## src/rtl/cubp_pkg.sv

```systemverilog
// Shared types, constants and helper functions for the code unit bit packer.
package cubp_pkg;

  localparam int unsigned ByteBits   = 8;
  localparam int unsigned UnitMax    = 64;
  localparam int unsigned LenW       = 7;
  localparam int unsigned AccW       = UnitMax + ByteBits;
  localparam int unsigned CountW     = 3;
  localparam int unsigned NbytesW    = 4;
  localparam logic [LenW-1:0] UnitLenReset = 7'd8;

  localparam logic ACT_WRITE = 1'b0;
  localparam logic ACT_FLUSH = 1'b1;

  typedef enum logic [0:0] {
    ST_IDLE,
    ST_EMIT
  } state_t;

  // Clamps a programmed unit length into the range 1 to 64.
  function automatic logic [LenW-1:0] eff_width(input logic [LenW-1:0] len);
    logic [LenW-1:0] w;
    begin
      if (len == '0) begin
        w = 7'd1;
      end else if (len > 7'(UnitMax)) begin
        w = 7'(UnitMax);
      end else begin
        w = len;
      end
      return w;
    end
  endfunction

  // Returns a mask with the low w bits set, for w in 1 to 64.
  function automatic logic [UnitMax-1:0] width_mask(input logic [LenW-1:0] w);
    logic [UnitMax-1:0] m;
    begin
      if (w >= 7'(UnitMax)) begin
        m = '1;
      end else begin
        m = (64'd1 << w[5:0]) - 64'd1;
      end
      return m;
    end
  endfunction

endpackage

```

## src/rtl/code_unit_bit_packer.sv

```systemverilog
// Top level of the code unit bit packer: LSB-first packing of variable-width units into bytes.

// Packs code units of the programmed width (1 to 64 bits) into a byte stream, least
// significant bit first, holding up to 7 leftover bits between units. An input beat with
// in_tuser low writes a unit; with in_tuser high it flushes the held bits as one byte if
// any are held. Each accepted input beat merges the unit into a 72-bit shift register, which
// then sends out its bytes (0 to 8) at one byte per cycle while the output register is free;
// the byte-wide shift of that register sets the pace. A single output register holds one
// byte; while it waits on out_tready the byte sequence pauses. Once the final byte of an
// item is loaded the next input beat can be taken while that byte still waits. The tlast
// flag marks the final byte produced by each input beat.
module code_unit_bit_packer (
  input  logic        clk,
  input  logic        rst_n,
  input  logic        cfg_valid,
  output logic        cfg_ready,
  input  logic [6:0]  cfg_data,     // unit_length
  input  logic        in_tvalid,
  output logic        in_tready,
  input  logic [63:0] in_tdata,     // unit_value
  input  logic        in_tuser,     // action
  output logic        out_tvalid,
  input  logic        out_tready,
  output logic [7:0]  out_tdata,    // out_byte
  output logic        out_tlast     // last
);

  cubp_pkg::state_t state_r, state_nxt;

  logic [cubp_pkg::LenW-1:0]     weff_r, weff_nxt;
  logic [cubp_pkg::UnitMax-1:0]  mask_r, mask_nxt;
  logic [6:0]                    partial_r, partial_nxt;
  logic [cubp_pkg::CountW-1:0]   count_r, count_nxt;
  logic [cubp_pkg::AccW-1:0]     acc_r, acc_nxt;
  logic [cubp_pkg::CountW-1:0]   rem_r, rem_nxt;
  logic [cubp_pkg::NbytesW-1:0]  left_r, left_nxt;
  logic                          out_tvalid_r, out_tvalid_nxt;
  logic [7:0]                    out_tdata_r, out_tdata_nxt;
  logic                          out_tlast_r, out_tlast_nxt;

  logic                          in_acc;
  logic                          out_free;
  logic [cubp_pkg::AccW-1:0]     acc_load;
  logic [cubp_pkg::LenW-1:0]     total;
  logic [cubp_pkg::NbytesW-1:0]  n_load;
  logic [cubp_pkg::CountW-1:0]   rem_load;

  assign cfg_ready  = 1'b1;
  assign in_tready  = (state_r == cubp_pkg::ST_IDLE);
  assign in_acc     = in_tvalid && in_tready;
  assign out_free   = !out_tvalid_r || out_tready;
  assign out_tvalid = out_tvalid_r;
  assign out_tdata  = out_tdata_r;
  assign out_tlast  = out_tlast_r;

  always_comb begin
    total = {4'b0, count_r} + weff_r;
    if (in_tuser == cubp_pkg::ACT_FLUSH) begin
      acc_load = {65'b0, partial_r};
      n_load   = (count_r != '0) ? 4'd1 : 4'd0;
      rem_load = '0;
    end else begin
      acc_load = ({8'b0, in_tdata & mask_r} << count_r) | {65'b0, partial_r};
      n_load   = total[6:3];
      rem_load = total[2:0];
    end
  end

  always_comb begin
    state_nxt      = state_r;
    weff_nxt       = weff_r;
    mask_nxt       = mask_r;
    partial_nxt    = partial_r;
    count_nxt      = count_r;
    acc_nxt        = acc_r;
    rem_nxt        = rem_r;
    left_nxt       = left_r;
    out_tvalid_nxt = out_tvalid_r;
    out_tdata_nxt  = out_tdata_r;
    out_tlast_nxt  = out_tlast_r;

    if (cfg_valid && cfg_ready) begin
      weff_nxt = cubp_pkg::eff_width(cfg_data);
      mask_nxt = cubp_pkg::width_mask(cubp_pkg::eff_width(cfg_data));
    end

    if (out_tvalid_r && out_tready) begin
      out_tvalid_nxt = 1'b0;
    end

    unique case (state_r)
      cubp_pkg::ST_IDLE: begin
        if (in_acc) begin
          if (n_load == '0) begin
            partial_nxt = acc_load[6:0];
            count_nxt   = rem_load;
          end else begin
            acc_nxt   = acc_load;
            rem_nxt   = rem_load;
            left_nxt  = n_load;
            state_nxt = cubp_pkg::ST_EMIT;
          end
        end
      end
      cubp_pkg::ST_EMIT: begin
        if (out_free) begin
          out_tvalid_nxt = 1'b1;
          out_tdata_nxt  = acc_r[7:0];
          out_tlast_nxt  = (left_r == 4'd1);
          acc_nxt        = acc_r >> cubp_pkg::ByteBits;
          left_nxt       = left_r - 4'd1;
          if (left_r == 4'd1) begin
            partial_nxt = acc_r[14:8];
            count_nxt   = rem_r;
            state_nxt   = cubp_pkg::ST_IDLE;
          end
        end
      end
      default: begin
        state_nxt = cubp_pkg::ST_IDLE;
      end
    endcase
  end

  always_ff @(posedge clk) begin
    if (!rst_n) begin
      state_r      <= cubp_pkg::ST_IDLE;
      weff_r       <= cubp_pkg::UnitLenReset;
      mask_r       <= cubp_pkg::width_mask(cubp_pkg::UnitLenReset);
      partial_r    <= '0;
      count_r      <= '0;
      left_r       <= '0;
      out_tvalid_r <= 1'b0;
    end else begin
      state_r      <= state_nxt;
      weff_r       <= weff_nxt;
      mask_r       <= mask_nxt;
      partial_r    <= partial_nxt;
      count_r      <= count_nxt;
      left_r       <= left_nxt;
      out_tvalid_r <= out_tvalid_nxt;
    end
  end

  always_ff @(posedge clk) begin
    acc_r       <= acc_nxt;
    rem_r       <= rem_nxt;
    out_tdata_r <= out_tdata_nxt;
    out_tlast_r <= out_tlast_nxt;
  end

`ifndef SYNTHESIS
  a_partial_clean: assert property (@(posedge clk) disable iff (!rst_n)
    (partial_r >> count_r) == 7'd0)
    else $error("Held bits above the bit count are not zero.");

  a_emit_has_bytes: assert property (@(posedge clk) disable iff (!rst_n)
    (state_r == cubp_pkg::ST_EMIT) |-> (left_r != '0 && left_r <= 4'd8))
    else $error("Byte counter out of range while emitting.");

  a_width_range: assert property (@(posedge clk) disable iff (!rst_n)
    (weff_r != '0) && (weff_r <= 7'(cubp_pkg::UnitMax)) && mask_r[0])
    else $error("Effective unit width or mask is inconsistent.");

  a_last_returns_idle: assert property (@(posedge clk) disable iff (!rst_n)
    (state_r == cubp_pkg::ST_EMIT && out_free && left_r == 4'd1)
      |=> (state_r == cubp_pkg::ST_IDLE && out_tvalid_r && out_tlast_r))
    else $error("Final byte of a beat did not end the emit sequence.");
`endif

endmodule
```

## config.mk

```make
export PLATFORM = sky130hd
export DESIGN_NAME = code_unit_bit_packer
export DESIGN_NICKNAME = d
export VERILOG_FILES = /design/src/rtl/cubp_pkg.sv /design/src/rtl/code_unit_bit_packer.sv
export SDC_FILE = /design/constraint.sdc
export NUM_CORES = 1
export LEC_CHECK = 0
export BUFFER_PORTS_ARGS = -buffer_cell sky130_fd_sc_hd__buf_2
export CORE_AREA = 2 2 133 135
export CTS_CLUSTER_SIZE = 25
export DETAILED_ROUTE_END_ITERATION = 10
export DIE_AREA = 0 0 135 137
export PLACE_DENSITY = 0.9
export SYNTH_ARGS = -nofsm -noshare
export SYNTH_HDL_FRONTEND = slang
export SYNTH_SLANG_ARGS = --single-unit
```

## constraint.sdc

```tcl
create_clock -name clk -period 10.3 [get_ports clk]
set_input_delay 0.515 -clock clk [delete_from_list [all_inputs] [get_ports clk]]
set_output_delay 0.515 -clock clk [all_outputs]
set_load 0.02 [all_outputs]
```

**Word-level counts from Yosys, hierarchy flattened**

Cells that the tools add are included.

- Word-level logic and storage cells: 73
- Register bits after elaboration: 171
- Input port bits: 77

- Mux-type cells: 34
- Reductions and logical operators: 11
- Magnitude comparators: 2
- Equality and inequality tests: 6
- $add $sub $neg: 3
- Shift-type cells: 2
- Bitwise operators: 4

Operator list:

| operator | number |
|---|---|
| 2-to-1 mux 72 bit | 4 |
| one-hot mux 72 bit (2 select lines) | 1 |
| bitwise OR 72 x 7 -> 72 bit | 1 |
| left shift 64 x 3 -> 72 bit | 1 |
| AND 64 bit | 1 |
| 2-to-1 mux 64 bit | 1 |
| left shift 1 x 6 -> 64 bit, first input constant | 1 |
| subtractor 64 x 1 -> 64 bit, second input constant | 1 |
| 2-to-1 mux 7 bit | 7 |
| 2-to-1 mux 4 bit | 4 |
| 2-to-1 mux 3 bit | 5 |
| one-hot mux 7 bit (2 select lines) | 1 |
| 2-to-1 mux 1 bit | 8 |
| inequality test 2 x 1 -> 1 bit, second input constant | 4 |
| one-hot mux 4 bit (2 select lines) | 1 |
| adder 3 x 7 -> 7 bit | 1 |
| >= comparator 7 bit, second input constant | 1 |
| > comparator 7 bit, second input constant | 1 |
| zero test 7 bit | 1 |
| one-hot mux 3 bit (2 select lines) | 1 |
| AND reduction 3 bit | 2 |
| equality test 4 x 1 -> 1 bit, second input constant | 1 |
| zero test 4 bit | 1 |
| AND reduction 4 bit | 1 |
| other kinds (9) | 11 |

**Depth between registers and ports, before layout**

Gate-level depths: netlist (run 1).

- Depth after elaboration: 7
- Gate-level depth with buffers: 11

**Least setup slack after synthesis (run 1)**

OpenSTA, ideal clock, no wires.

- Kind: reg2reg
- Start point: register weff_r[0] (netlist bit)
- End point: register acc_r[0] (netlist bit) (enable)
- Arrival: 3243 ps
- Stages on the path, launching flop included: 9
- Period minus slack after synthesis: 3668 ps
- Slack: 6632 ps
- Setup time: 425 ps
- Data required time: 9875 ps
- Buffers on the path: 0
- Cell sequence: dfxtp_1 ha_1 fa_1 a21o_1 o21ai_0 nand2_1 a21boi_1 nor2_1 inv_1

- Word-level cells in the longest chain between the ends: 5

Ends and longest elaborated chain:

| item | line | text |
|---|---|---|
| start, declared | code_unit_bit_packer.sv:30 | `logic [cubp_pkg::LenW-1:0] weff_r, weff_nxt;` |
| start signal, assigned | code_unit_bit_packer.sv:128 | `weff_r <= cubp_pkg::UnitLenReset;` |
| start signal, assigned | code_unit_bit_packer.sv:136 | `weff_r <= weff_nxt;` |
| adder 3 x 7 -> 7 bit | code_unit_bit_packer.sv:57 | `total = {4'b0, count_r} + weff_r;` |
| 2-to-1 mux 4 bit | code_unit_bit_packer.sv:58 | `if (in_tuser == cubp_pkg::ACT_FLUSH) begin` |
| zero test 4 bit | code_unit_bit_packer.sv:94 | `if (n_load == '0) begin` |
| inequality test 2 bit (no source line) | -- |  |
| AND reduction 3 bit (no source line) | -- |  |
| end signal, assigned | code_unit_bit_packer.sv:146 | `acc_r <= acc_nxt;` |
| end, declared | code_unit_bit_packer.sv:34 | `logic [cubp_pkg::AccW-1:0] acc_r, acc_nxt;` |

No other way between the ends.
A chain may end at the register's enable or synchronous reset.

**Worst setup path after layout (run 1)**

- Start point: register count_r[1] (netlist bit)
- End point: register acc_r[63] (netlist bit) (enable)

- Word-level cells in the longest chain between the ends: 6
- Elaborated cells between the ends (all ways): 7

Ends and longest elaborated chain:

| item | line | text |
|---|---|---|
| start, declared | code_unit_bit_packer.sv:33 | `logic [cubp_pkg::CountW-1:0] count_r, count_nxt;` |
| start signal, assigned | code_unit_bit_packer.sv:139 | `count_r <= count_nxt;` |
| branches (longest 2 deep; another with adder 3 x 7 -> 7 bit) | -- |  |
| 2-to-1 mux 4 bit (*) | code_unit_bit_packer.sv:58 |  |
| zero test 4 bit (*) | code_unit_bit_packer.sv:94 |  |
| inequality test 2 bit (no source line) (*) | -- |  |
| AND reduction 3 bit (no source line) (*) | -- |  |

Mark *: on every way between the ends.

==> results of run 1 <==
[state kept, by name (all words and copies together), names as in the netlist]
signal and flops:
acc_r 71, count_r 3, left_r 4, mask_r 64, out_tdata 8, out_tlast 1, out_tvalid 1, partial_r 7
rem_r 3, state_r 1, weff_r 7
[report_power, final]
group          internal, mW  switching, mW  total [mW]  leakage [nW]
combinational         0.130          0.242       0.371          2.43
sequential            0.803         0.0439       0.847          1.53
clock                 0.349          0.299       0.648         0.289
[cells by family (layout without fill, tap and decap cells)]
group / Yosys count / count (layout)
other: 1 / 1
adder cells (fa/ha/maj): 7 / 7
AND/OR/NAND/NOR: 396 / 396
multiplexers: 121 / 121
buffers and inverters: 123 / 148
XOR/XNOR: 27 / 27
flip-flops: 170 / 170
AO/OA/AOI/OAI: 381 / 381
[cell type report]
class,instances,area (µm²),share of cell area
Timing Repair Buffer,100,533,0.0453
Inverter,16,60.1,0.00510
Multi-Input combinational cell,933,6050,0.514
Tap cell,225,282,0.0239
Sequential cell,170,4240,0.361
Clock buffer,19,475,0.0404
Clock inverter,13,124,0.0105
[through the flow]
| step | hold slack (ps) | setup WS, ps | instances |
|---|---|---|---|
| 2_1_floorplan | 400 | 6630 | 1226 |
| 3_3_place_gp | 403 | 6620 | 1444 |
| 3_5_place_dp | 406 | 6520 | 1444 |
| 4_1_cts | 419 | 6450 | 1476 |
| 5_1_grt | 440 | 6180 | 1476 |
| 6_report | 420 | 6400 | 1476 |
[critical path: stages (launching register included)]
cell and delay [ps]:
dfxtp_4 1000, ha_1 310, a21oi_1 130, and4b_1 210, o31a_1 270, a21boi_1 530, nor2_1 200, inv_2 100
buf_4 710
[metal layers]
metal / track usage / wire (µm) / up-vias
met5: 0 / 0 / -
met4: 0.197 / 1760 / 0
met3: 0.0604 / 2810 / 131
li1: - / - / 4621
met2: 0.597 / 15500 / 618
met1: 0.442 / 12700 / 4733
[final timing paths]
path | cells past startpoint | slack [ps] | to | startpoint
worst max-delay path | 8 | 6400 | acc_r[63] | count_r[1]
worst min register to register | 0 | 420 | out_tdata[5] | acc_r[5]
worst max register to register | 8 | 6400 | acc_r[63] | count_r[1]
worst min-delay path | 0 | 420 | out_tdata[5] | acc_r[5]
[Yosys cell counts (all sizes together), types with 13 or more instances]
master  count
inv        13
a21oi      56
a22o       48
nand2     133
edfxtp     83
mux2i     114
dfxtp      87
nand2b     14
clkbuf     73
nor2       63
xnor2      16
o21ai     145
nor2b      15
buf        34
nand3      99
o211ai     23
==> flow_summary.ini, run 1 <==
[floorplanning]
dieArea_um2 = 18500
coreArea_um2 = 17100
die_w_um = 135
ios = 89
rows = 48
start_util = 0.636
die_y_um = 137

[yosys]
synth_fa_ha_area_frac = 0.00877
synth_top_area_frac = 0.230
synth-edff-count = 83
synth.area.mux_share = 0.112
synth-async-reset-ratio = 0
yosys_warnings = 0
yosys.area_share.simple = 0.180
netlist_top_cells_area = edfxtp_1 23%, dfxtp_1 16%, mux2i_1 11%, o21ai_0 6.6%, nand2_1 4.6%
synth_top_family_by_area = compound AO/OA/AOI/OAI gates
yosys.area.top_type = edfxtp_1
syn_area_um2 = 10800
syn_avg_cell_area_um2 = 8.85
ys_types = 92
syn_nets = 1310
syn-instance-count = 1226
seq_area_frac_synth = 0.390
synthXorXnorAreaFrac = 0.0218
synthFlopType = dfxtp_1
ys_ff_latch = 170
synth_compound_area_frac = 0.234

[critical_path]
crit_path_max_fanout = 71
cp-end-kind = flop
critPathArrivalTime_ps = 3960
worstSetupPathType = reg -> reg
startpoint_type = flop
required_ps = 10360

[sta]
max_freq_mhz = 257
fin_crit_ps = 3900
setup_violations = 0
worstMarginPinSlew_ps = 1030
slew_violations = 0
post-route-period-util = 0.378
finClkSkew_ps = 11.4
max_slew_margin = 0.311
fin_setup_tns_ps = 0
hold_viol_final = 0
rsz0062_at_grt = false

[placement]
port-buffer-count = 87
place.gp.congestion = 1.01
dp_hpwl_um = 22500
placed_cell_area_um2 = 11200

[cells_and_area]
utilization = 0.690
area_delta_synth_final_pct = 8.55
final_common_cell = o21ai_0
fill_cells = 1359
final_cell_mix = 142 x o21ai_0, 132 x nand2_1, 114 x mux2i_1
fin_area_um2 = 11800
nets = 1322
drive_gt1_frac = 0.139
diodes = 0

[routing]
postRouteAntennaNets = 0
drc = 0
via_count = 10103
dr.pass1.iters = 7
totalWireLength_um = 32700
viasPerCell = 6.84
wl_per_cell_um = 22.2
drt-initial-drc-count = 1119

[cts]
cts_tree = done
cts_made_buffers = 17
clk_pin_slew_ps = 70
clock_sinks = 170
post_cts_resized = 0
cts_setup_buffers = 0
cts_hold_buf = 0
clock_latency_ps = 440
max-clock-path-buffers = 2
htree_levels = 4
clock-root-buffer = clkbuf_16

[grt]
grt_pass1_vias = 9535
grt_start_max_net_pins = 122
grt_pass1_wl_um = 50800
grt_overflow_total = 0
grt_usage = 0.357
antenna_found_initial = 0

[power]
powerDensity_nw_per_um2 = 159
p_leak_nw = 4.25
ir_worst_vdd_uv = 152
finalPower_mw = 1.87

[flow_run]
maxCapViolCount = 0

[hold_path]
min_path_type = reg -> reg

[status]
status = finished, final reports clean
No activity file was read; power rests on OpenSTA's default activity.
==> run 2: changes to the inputs <==
Settings changed: CORE_AREA 2 2 133 135 to 2 2 137 139, DIE_AREA 0 0 135 137 to 0 0 139 141, PLACE_DENSITY 0.9 to 0.86.
Clock period 10.3 ns to 4 ns, I/O delays scaled along.
==> flow_summary.ini, run 2 (same netlist as run 1, synthesis figures left out) <==
[status]
status = finished, final reports clean

[sta]
slew_violations = 0
post-route-period-util = 0.786
finClkSkew_ps = 10.6
fin_setup_tns_ps = 0
hold_viol_final = 0
rsz0062_at_grt = false
max_slew_margin = 0.303
worstMarginPinSlew_ps = 1040
setup_violations = 0
max_freq_mhz = 318
fin_crit_ps = 3140

[routing]
drt-initial-drc-count = 1083
viasPerCell = 6.76
drc = 0
wl_per_cell_um = 21.8
totalWireLength_um = 32400
postRouteAntennaNets = 0
dr.pass1.iters = 5
via_count = 10066

[hold_path]
hold_depth = 3
min_from = out_tready
min_to = out_tvalid
min_path_type = in -> reg

[placement]
post-place-cells = 1456
dp_hpwl_um = 22600
port-buffer-count = 87
place.gp.congestion = 1.02

[critical_path]
critPathArrivalTime_ps = 3210
reg2reg_slack_ps = 860
startpoint_type = flop
reg2reg_from = count_r[0]
cp_common_cell = buf_4
cp_cell_sequence = ha_1 > fa_1 > a21o_1 > o21ai_0 > nand2_1 > a21boi_1 > buf_4 > nor2_1 > inv_2 > buf_4
worst_r2r_path_depth = 10
crit_path_max_fanout = 71
required_ps = 4060
cp-startpoint = count_r[0]
cpMaxStageDelayCell = buf_4
crit_path_max_incr_delay_ps = 690
worstSetupPathType = reg -> reg
cp-end-kind = flop
critPathTopFamily = buffers and inverters
r2r-end = acc_r[53]
path_buf_inv = 3

[grt]
grt_usage = 0.330
grt_pass1_wl_um = 50900
grt_pass1_vias = 9463
grt_overflow_total = 0
antenna_found_initial = 0
grt_start_max_net_pins = 121

[power]
finalPower_mw = 4.87
p_leak_nw = 4.26
swShare = 0.301
pwr-share-seq = 0.445
powerDensity_nw_per_um2 = 412
switchingPower_mw = 1.47
p_comb_frac = 0.198
intPower_mw = 3.40
ir_worst_vdd_uv = 311
clkPwrFrac = 0.356

[floorplanning]
die_y_um = 141
rows = 50
dieArea_um2 = 19600
ios = 89
coreArea_um2 = 18300
die_w_um = 139
start_util = 0.594

[cells_and_area]
final_common_cell = o21ai_0
utilization = 0.647
stdcell_count = 1488
final_cell_mix = 142 x o21ai_0, 132 x nand2_1, 114 x mux2i_1
area_delta_synth_final_pct = 8.96
drive_gt1_frac = 0.141
fill_cells = 1503
nets = 1325
regMostFlops = acc_r
largest_register_ff_count = 71
diodes = 0

[cts]
clock_sinks = 170
clock_latency_ps = 440
max-clock-path-buffers = 2
cts_setup_buffers = 0
clock-root-buffer = clkbuf_16
clk_pin_slew_ps = 70
cts_hold_buf = 0
cts_tree = done
htree_levels = 4
post_cts_resized = 0
cts_made_buffers = 17

[flow_run]
maxCapViolCount = 0
run 2: area by class of cell:
type	count	area, µm²	area share
multi-input combinational	933	6050	0.512
clock buffer	18	429	0.0363
clock inverter	14	181	0.0154
timing repair buffer	103	556	0.0470
sequential	170	4240	0.359
tap	234	293	0.0248
inverter	16	60.1	0.00508
run 2: worst reg2reg max path: cells and delay by family, from the launching register on:
family,cells,cell delay [ps]
buffers and inverters,3,970
adder cells (fa/ha/maj),2,640
AO/OA/AOI/OAI,3,480
flip-flops,1,400
AND/OR/NAND/NOR,2,210
run 2: power by group through the flow:
stage	clock network (mW)	registers, mW	logic [mW]
2_1_floorplan	0	2.18	0.682
3_3_place_gp	0	2.19	0.917
3_5_place_dp	0	2.20	0.936
4_1_cts	1.73	2.17	0.947
5_1_grt	1.81	2.18	1.04
6_report	1.73	2.17	0.965
run 2: worst max path at each step:
stage	endpoint	slack [ps]	cells after the start
2_1_floorplan	acc_r[0]	330	8
3_3_place_gp	acc_r[68]	1030	10
3_5_place_dp	acc_r[67]	920	10
4_1_cts	acc_r[41]	890	10
5_1_grt	acc_r[34]	650	10
6_report	acc_r[53]	860	10
run 2: per-layer routing:
| layer | vias up | GRT usage | share of wire |
|---|---|---|---|
| met1 | 4760 | 0.419 | 0.39 |
| met2 | 556 | 0.549 | 0.47 |
| met5 | - | 0 | 0 |
| li1 | 4631 | - | - |
| met4 | 0 | 0.176 | 0.052 |
| met3 | 119 | 0.0499 | 0.084 |
run 2: per-stage QoR:
stage          instance area (µm²)  setup WS, ps  hold slack (ps)
6_report                     11800           856              104
2_1_floorplan                10800           332              385
3_3_place_gp                 11200          1030              402
3_5_place_dp                 11200           923              411
5_1_grt                      11800           650              125
4_1_cts                      11800           892              100
